==> config.mk <==
export PLATFORM = sky130hd
export DESIGN_NAME = max_priority_queue_core
export DESIGN_NICKNAME = d
export VERILOG_FILES = /design/src/hw/rtl/mpq_pkg.sv /design/src/hw/rtl/max_priority_queue_core.sv /design/src/hw/rtl/mpq_cell.sv
export SDC_FILE = /design/constraint.sdc
export NUM_CORES = 2
export LEC_CHECK = 0
export BUFFER_PORTS_ARGS = -buffer_cell sky130_fd_sc_hd__buf_2
export CAP_MARGIN = 0
export CORE_MARGIN = 3
export CORE_UTILIZATION = 25
export DETAILED_ROUTE_END_ITERATION = 16
export GPL_ROUTABILITY_DRIVEN = 0
export SLEW_MARGIN = 15
export SYNTH_ARGS = -nofsm -noshare
export SYNTH_HDL_FRONTEND = slang
export SYNTH_SLANG_ARGS = --single-unit
==> constraint.sdc <==
create_clock -name clk -period 5.1 [get_ports clk]
set_clock_uncertainty 0.1 [all_clocks]
set_input_delay 1.02 -clock clk [delete_from_list [all_inputs] [get_ports clk]]
set_output_delay 1.02 -clock clk [all_outputs]
set_load 0.01 [all_outputs]
==> src/hw/rtl/mpq_pkg.sv <==
// Package for the max priority queue: the item and result beat types, the
// status and action codes, and the per-cell command struct.
// No dependencies.
`default_nettype none

package mpq_pkg;

	localparam int MPQ_DEPTH = 16;
	localparam int VALUE_W   = 32;

	localparam logic ACT_INSERT = 1'b0;
	localparam logic ACT_REMOVE = 1'b1;

	localparam logic [1:0] ST_OK    = 2'd0;
	localparam logic [1:0] ST_EMPTY = 2'd1;
	localparam logic [1:0] ST_FULL  = 2'd2;

	typedef struct packed {
		logic                      action;
		logic signed [VALUE_W-1:0] value;
	} mpq_item_t;

	typedef struct packed {
		logic signed [VALUE_W-1:0] removed_value;
		logic [1:0]                status;
		logic [4:0]                occupancy;
	} mpq_result_t;

	// Broadcast to every cell in the chain for one beat
	typedef struct packed {
		logic                      ins;
		logic                      rem;
		logic signed [VALUE_W-1:0] value;
	} mpq_cell_cmd_t;

endpackage

`default_nettype wire

==> src/hw/rtl/max_priority_queue_core.sv <==
// Top level of the max priority queue: a chain of sorted cells and the
// fill counter. Depends on mpq_pkg and mpq_cell.
//
// Takes one beat per clock: busy is held low, and every beat accepted on
// start gives its result in the next cycle with done high for that single
// cycle; the receiver cannot stall it. The values sit in a chain of
// QUEUE_DEPTH cells kept in descending order, one comparator per cell, so
// the largest is always at the head. An insert lands in its sorted place and
// pushes the smaller values down one cell in the same cycle; a remove takes
// the head and moves every cell up one place. No clearing pass after reset.
`default_nettype none

module max_priority_queue_core #(
	parameter int QUEUE_DEPTH = mpq_pkg::MPQ_DEPTH
) (
	input  wire logic                 clk,
	input  wire logic                 arst_n,
	input  wire logic                 start,
	output logic                      busy,
	input  wire mpq_pkg::mpq_item_t   item,
	output logic                      done,
	output mpq_pkg::mpq_result_t      result
);
	import mpq_pkg::*;

	localparam int CW = $clog2(QUEUE_DEPTH + 1);

	logic [CW-1:0]             count_q;
	logic [CW-1:0]             count_nxt;
	logic                      accept;
	logic                      full;
	logic                      empty;
	mpq_cell_cmd_t             cmd;
	logic signed [VALUE_W-1:0] vals [QUEUE_DEPTH];
	logic                      gts  [QUEUE_DEPTH];
	logic                      done_q;
	mpq_result_t               result_q;
	logic [31:0]               occ_ext;

	assign busy   = 1'b0;
	assign accept = start && !busy;
	assign full   = (count_q == CW'(QUEUE_DEPTH));
	assign empty  = (count_q == '0);

	assign cmd.ins   = accept && (item.action == ACT_INSERT) && !full;
	assign cmd.rem   = accept && (item.action == ACT_REMOVE) && !empty;
	assign cmd.value = item.value;

	always_comb begin
		count_nxt = count_q;
		if (cmd.ins) begin
			count_nxt = count_q + CW'(1);
		end else if (cmd.rem) begin
			count_nxt = count_q - CW'(1);
		end
	end

	for (genvar i = 0; i < QUEUE_DEPTH; i++) begin : g_cell
		logic signed [VALUE_W-1:0] prev_val;
		logic                      prev_gt;
		logic signed [VALUE_W-1:0] next_val;

		if (i == 0) begin : g_head
			assign prev_val = item.value;
			assign prev_gt  = 1'b0;
		end else begin : g_body
			assign prev_val = vals[i-1];
			assign prev_gt  = gts[i-1];
		end

		if (i == QUEUE_DEPTH - 1) begin : g_tail
			assign next_val = vals[i];
		end else begin : g_mid
			assign next_val = vals[i+1];
		end

		mpq_cell #(
			.IDX (i),
			.CW  (CW)
		) u_cell (
			.clk      (clk),
			.cmd      (cmd),
			.count    (count_q),
			.prev_val (prev_val),
			.prev_gt  (prev_gt),
			.next_val (next_val),
			.val      (vals[i]),
			.gt       (gts[i])
		);
	end

	assign occ_ext = 32'(count_nxt);

	always_ff @(posedge clk or negedge arst_n) begin
		if (!arst_n) begin
			count_q <= '0;
			done_q  <= 1'b0;
		end else begin
			count_q <= count_nxt;
			done_q  <= accept;
		end
	end

	always_ff @(posedge clk) begin
		if (accept) begin
			result_q.removed_value <= cmd.rem ? vals[0] : '0;
			result_q.occupancy     <= occ_ext[4:0];
			priority if (item.action == ACT_INSERT && full) begin
				result_q.status <= ST_FULL;
			end else if (item.action == ACT_REMOVE && empty) begin
				result_q.status <= ST_EMPTY;
			end else begin
				result_q.status <= ST_OK;
			end
		end
	end

	assign done   = done_q;
	assign result = result_q;

endmodule

`default_nettype wire

==> src/hw/rtl/mpq_cell.sv <==
// One cell of the sorted chain: holds one value, kept in descending order
// along the chain. Depends on mpq_pkg.
`default_nettype none

module mpq_cell #(
	parameter int IDX = 0,
	parameter int CW  = 5
) (
	input  wire logic                              clk,
	input  wire mpq_pkg::mpq_cell_cmd_t            cmd,
	input  wire logic [CW-1:0]                     count,
	input  wire logic signed [mpq_pkg::VALUE_W-1:0] prev_val,
	input  wire logic                              prev_gt,
	input  wire logic signed [mpq_pkg::VALUE_W-1:0] next_val,
	output logic signed [mpq_pkg::VALUE_W-1:0]      val,
	output logic                                   gt
);
	import mpq_pkg::*;

	logic signed [VALUE_W-1:0] val_q;
	logic                      empty_slot;

	// A slot at or past the fill level counts as lower than anything
	assign empty_slot = (CW'(IDX) >= count);
	assign gt         = empty_slot || (cmd.value > val_q);
	assign val        = val_q;

	always_ff @(posedge clk) begin
		if (cmd.ins) begin
			if (prev_gt) begin
				val_q <= prev_val;  // shift down behind the new value
			end else if (gt) begin
				val_q <= cmd.value;
			end
		end else if (cmd.rem) begin
			val_q <= next_val;      // advance towards the head
		end
	end

endmodule

`default_nettype wire

---- After elaboration in Yosys (flattened, before gate mapping) ----
Cells that the tools add are included.
cells by class
  mux-type cells .......................... 64
  reductions and logical operators ........ 43
  divide/modulo/power cells ............... 0
  bitwise logic cells ..................... 1
  shift-type cells ........................ 0
  $mul .................................... 0
  $add $sub $neg .......................... 2
  eq/ne operators ......................... 16
  magnitude comparators ................... 32
operators by type and width
  operator                                                                            count
  32-bit 2-to-1 mux                                                                   61
  32-bit greater-than comparator                                                      16
  3-bit by 1-bit inequality test with 1-bit output, second input constant             14
  4-bit by 5-bit greater-or-equal comparator with 1-bit output, first input constant  8
  2-bit AND reduction                                                                 16
  3-bit by 5-bit greater-or-equal comparator with 1-bit output, first input constant  4
  1-bit logical OR                                                                    16
  1-bit by 5-bit greater-or-equal comparator with 1-bit output, first input constant  2
  2-bit by 5-bit greater-or-equal comparator with 1-bit output, first input constant  2
  5-bit 2-to-1 mux                                                                    2
  1-bit logical AND                                                                   6
  5-bit by 1-bit adder with 5-bit output, second input constant                       1
  5-bit == test, second input constant                                                1
  5-bit logical NOT                                                                   1
  5-bit by 1-bit subtractor with 5-bit output, second input constant                  1
  2-bit nonzero test                                                                  2
  1-bit logical NOT                                                                   2
  2-bit by 1-bit inequality test with 1-bit output, second input constant             1
  1-bit 2-to-1 mux                                                                    1
  1-bit inverter                                                                      1
storage, ports and cells
  word-level logic and storage cells ...... 179
  bits of input ports ..................... 36
  memory bits (writable) .................. 0
  bits in read-only memories .............. 0
  latch bits .............................. 0
  output and inout port bits .............. 41
  flip-flop bits (word level) ............. 557
  memories ................................ 0

---- Depth between registers and ports, before layout ----
  depth in word-level cells ............... 5
  mapped depth ............................ 12
  mapped depth without buffers ............ 10

---- Cells and area by module ----
A second synthesis with hierarchy kept.
unflattened totals
  cells, all modules ...................... 4344
  area, all modules ....................... 41777.6 um2
modules (own cells, without submodules)
  module                            cells an instance  sequential area each (um2)  instances  area each (um2)
  mpq_cell (g_cell[14].u_cell ...)  270                960.9                       2          2524.9
  mpq_cell (g_cell[11].u_cell ...)  260                960.9                       2          2473.6
  mpq_cell (g_cell[12].u_cell)      271                960.9                       1          2528.7
  mpq_cell (g_cell[9].u_cell)       271                960.9                       1          2526.2
  mpq_cell (g_cell[13].u_cell)      270                960.9                       1          2523.7
  mpq_cell (g_cell[7].u_cell)       269                960.9                       1          2521.2
  mpq_cell (g_cell[15].u_cell)      271                960.9                       1          2512.4
  mpq_cell (g_cell[0].u_cell)       261                960.9                       1          2501.1
  mpq_cell (g_cell[5].u_cell)       262                960.9                       1          2497.4
  mpq_cell (g_cell[2].u_cell)       259                960.9                       1          2489.9
  mpq_cell (g_cell[1].u_cell)       262                960.9                       1          2488.6
  mpq_cell (g_cell[10].u_cell)      259                960.9                       1          2481.1
  mpq_cell (g_cell[8].u_cell)       259                960.9                       1          2479.9
  mpq_cell (g_cell[3].u_cell)       259                960.9                       1          2466.1
  max_priority_queue_core           111                1321.3                      1          1764.2

---- Worst setup path after synthesis ----
No wires, ideal clock.
  path type ............................... input-to-reg
  from .................................... input item[17] in the netlist's numbering
  to ...................................... register g_cell[15].u_cell.val_q[0], enable pin
  data required time ...................... 4.559 ns
  buffers on the path ..................... 0
  stages on the path ...................... 9
  arrival time ............................ 4.461 ns
  slack ................................... 0.099 ns
  library setup time ...................... 0.441 ns
  cell sequence ........................... ha_1 -> a21o_1 -> a21oi_1 -> nor2_1 -> a2111oi_0 -> o22ai_1 -> or4_1 -> mux2_2 -> a31oi_1
on the way
  word-level cells in the longest chain between the ends .. 4
  elaborated cells on any way between the ends .. 6
  classes of those cells .................. order compare (2); reduce/logical (4)
ends and longest elaborated chain
  element                            RTL line                       text
  from (decl)                        max_priority_queue_core.sv:20  input wire mpq_pkg::mpq_item_t item,
  32-bit greater-than comparator     mpq_cell.sv:25                 assign gt = empty_slot || (cmd.value > val_q);
  1-bit logical OR                   mpq_cell.sv:25
  2-bit nonzero test (no line) (*)   n/a
  2-bit AND reduction (no line) (*)  n/a
  to (signal assigned)               mpq_cell.sv:31                 val_q <= prev_val;
  to (signal assigned)               mpq_cell.sv:33                 val_q <= cmd.value;
  to (signal assigned)               mpq_cell.sv:36                 val_q <= next_val;
  to (decl)                          mpq_cell.sv:20                 logic signed [VALUE_W-1:0] val_q;
Mark *: on every way between the ends. The rest lies on a longest branch, timed or not.
A chain may end at the register's enable or synchronous reset.

---- Final worst setup path ----
  from .................................... input item[29] in the netlist's numbering
  to ...................................... register g_cell[11].u_cell.val_q[9], data pin
on the way
  word-level cells in the longest chain between the ends .. 4
ends and longest elaborated chain
  element                         RTL line        text
  32-bit greater-than comparator  mpq_cell.sv:25
  1-bit logical OR                mpq_cell.sv:25
  32-bit 2-to-1 mux               mpq_cell.sv:30  if (prev_gt) begin
  32-bit 2-to-1 mux               mpq_cell.sv:29  if (cmd.ins) begin
  to (signal assigned)            mpq_cell.sv:31
  to (signal assigned)            mpq_cell.sv:33
  to (signal assigned)            mpq_cell.sv:36
  to (decl)                       mpq_cell.sv:20
Every way passes these cells.

==> impl_metrics.toml <==
[run_status]
outcome = "complete, no violations"

[route]
wl_per_cell_um = 20.03
drc = 0
firstDrtPassIters = 6
via_per_inst = 5.350
drt_wl_total_um = 118900
ant_nets = 0
drt_iter0_markers = 3227
vias = 31754

[synth]
avgSynthCellArea_um2 = 9.985
seq_area_frac_synth = 0.4329
yosys_most_used_dff = "edfxtp_1"
synth_edf_count = 551
ys_seq_elements = 557
synth.cell_area_mm2 = 0.03857
syn_nets = 4416
yosys_warnings = 0
synth_cells = 3863
async_reset_ff_frac = 0.01077
ys_types = 68

[final_layout]
mostFrequentLayoutCells = "edfxtp_1 (551), ha_1 (517), inv_1 (515), nand3_1 (508), o221ai_1 (434)"
utilization = 0.2863
nNetsFinal = 4401
drive_gt1_frac = 0.08022
layout_commonest_cell = "edfxtp_1"
syn2layout_area_growth_pct = 13.29
final_area_mm2 = 0.04370

[sta]
drv_slew = 0
min_period_ns = 4.363
rsz0062_at_grt = "false"
hold_viol = 0
worst_slew_pin_slew_ns = 1.179
finalSetupViolCount = 0
timing.final.crit_share = 0.8555
tns_ns = 0
maxSlewHeadroom = 0.2116
max_freq_mhz = 229.2

[critical_path]
critPathMaxFanout = 38
cp_cell_sequence = "buf_2 -> ha_1 -> a21o_1 -> a31oi_1 -> o211ai_1 -> o31ai_1 -> mux2i_1 -> a41o_2 -> buf_4 -> o221ai_1"
crit_type = "input port to flop"
start_kind = "input port"
required_ns = 5.32
worst_path_largest_cell_delay_ns = 0.62
critPathArrivalTime_ns = 4.59
end_kind = "flop"
slowest_stage = "a41o_2"

[grt]
grt_max_degree = 112
grt_overflow = 0
grtUsageMet1 = 0.1884
grt_pass1_wl_um = 180000
use_met3 = 0.02342
track_usage = 0.1440
grt_use_met2 = 0.2328
grt_pass1_vias = 30028
antenna_found_initial = 11
grt-busiest-layer = "met2"

[clock_network]
cts_buffers = 70
cts.sinks = 557
clk_latency_ns = 0.62
cts_tree = "built"
cts_setup_buffers = 0
hold_buffers = 0
cts.clk_slew.worst_paths_ns = 0.06
cts_max_level = 3
clockBufferDepth = 3
root_buffer = "clkbuf_16"
ctsResizeCount = 0

[pwr]
power.density_mw_per_mm2 = 457.8
peakVddDrop_mv = 0.3672
power.leakage_nw = 17.20
totalPowerFinal_mw = 20.01

[min_path]
hold_class = "input port to asynchronous set/reset pin"

[die]
die_h_um = 398.8
die_x_um = 398.8
die_area_mm2 = 0.1590
placementRows = 143
start_util = 0.2527
core_mm2 = 0.1526
ios = 77

[placed_design]
dp_hpwl_um = 91330
post_dp_cell_area_mm2 = 0.04155
portBuffers = 75

[job]
cap_violations = 0
-- final timing paths --
check                      cells past startpoint                                 from                                   to  slack, ns
max                                           10                             item[29]   g_cell[11].u_cell.val[9]$_DFFE_PP_       0.74
min                                            1                               arst_n                 count_q[0]$_DFF_PN0_       0.13
max reg2reg                                   10  g_cell[10].u_cell.val[29]$_DFFE_PP_   g_cell[11].u_cell.val[9]$_DFFE_PP_       1.21
min reg2reg                                    1  g_cell[14].u_cell.val[23]$_DFFE_PP_  g_cell[15].u_cell.val[23]$_DFFE_PP_       0.46
max in group asynchronous                      1                               arst_n                 count_q[1]$_DFF_PN0_       4.59
min in group clk                               1  g_cell[14].u_cell.val[23]$_DFFE_PP_  g_cell[15].u_cell.val[23]$_DFFE_PP_       0.46
-- sequential cells by signal, indices dropped and copies added, names as in the netlist --
register,cells
done,1
result,39
g_cell.u_cell.val,512
count_q,5
-- layer usage --
layer	routed length, µm	up-vias
met5	0	-
met4	5503	0
met3	8052	249
met2	54230	1226
met1	51080	15379
li1	-	14900
-- power by group --
group          internal, mW  switching [mW]  leakage, nW
logic                  2.63            5.23         10.7
clock network          2.73            2.05         1.04
registers              6.73           0.641         5.45
-- kinds of logic after synthesis --
family,Yosys count,synth area share
adders and majority gates,517,0.1677
buffers and inverters,774,0.07629
and+or+nand+nor,1020,0.1297
AOI/OAI and AO/OA,954,0.1811
xor gates and xnor gates,4,0.0009084
other,1,0.00009722
DFF,557,0.4329
muxes,36,0.01139
-- stage by stage --
step / std cells / worst slack [ns] / hold slack [ns]
finish: 5935 / 0.7368 / 0.1322
global route: 5932 / 0.4926 / 0.1162
CTS: 5932 / 0.7952 / 0.1007
detailed placement: 5806 / 0.1651 / 0.4417
global placement: 5806 / 0.3010 / 0.4344
floorplan: 3863 / 0.09859 / 0.4289
-- layout make-up --
| type | instances | area [µm²] |
|---|---|---|
| antenna | 3 | 7.507 |
| clock buffer | 95 | 1952 |
| clock inverter | 31 | 185.2 |
| fill | 15893 | 108900 |
| inverter | 515 | 1933 |
| multi-input combinational | 2532 | 19120 |
| sequential | 557 | 16700 |
| tap | 2030 | 2540 |
| timing repair buffer | 172 | 1266 |
-- synthesized netlist by cell type (3+ instances only) --
cell type	instances	area [µm²]
a2111o_1	6	67.56
a2111oi_0	3	26.28
a211o_1	4	35.03
a211oi_1	16	120.1
a21boi_0	22	165.2
a21o_1	27	202.7
a21oi_1	239	1196
a31oi_1	14	87.58
and2_1	3	18.77
and4_1	11	96.34
buf_1	25	93.84
buf_2	9	45.04
buf_6	3	33.78
clkbuf_1	221	829.6
dfrtp_1	6	150.1
edfxtp_1	551	16550
ha_1	517	6469
inv_1	515	1933
mux2_1	11	123.9
mux2_2	12	135.1
mux2_4	10	150.1
mux2i_1	3	30.03
nand2_1	212	795.8
nand2b_1	5	31.28
nand3_1	509	2547
nand4_1	114	713.2
nor2_1	99	371.6
nor2b_1	20	125.1
nor3_1	14	70.07
nor4_1	15	93.84
o211ai_1	40	300.3
o21a_1	19	142.6
o21ai_0	84	420.4
o21bai_1	3	22.52
o221ai_1	434	3801
o311a_1	9	90.09
o31a_1	10	87.58
o31ai_1	7	52.55
-- worst max-delay path, delay by kind of cell --
family / cells / cell delay, ns
fa+ha+maj: 1 / 0.35
compound gates: 6 / 2.06
buf+inv: 2 / 0.86
mux: 1 / 0.28
Power figures use the tool's default switching activity.
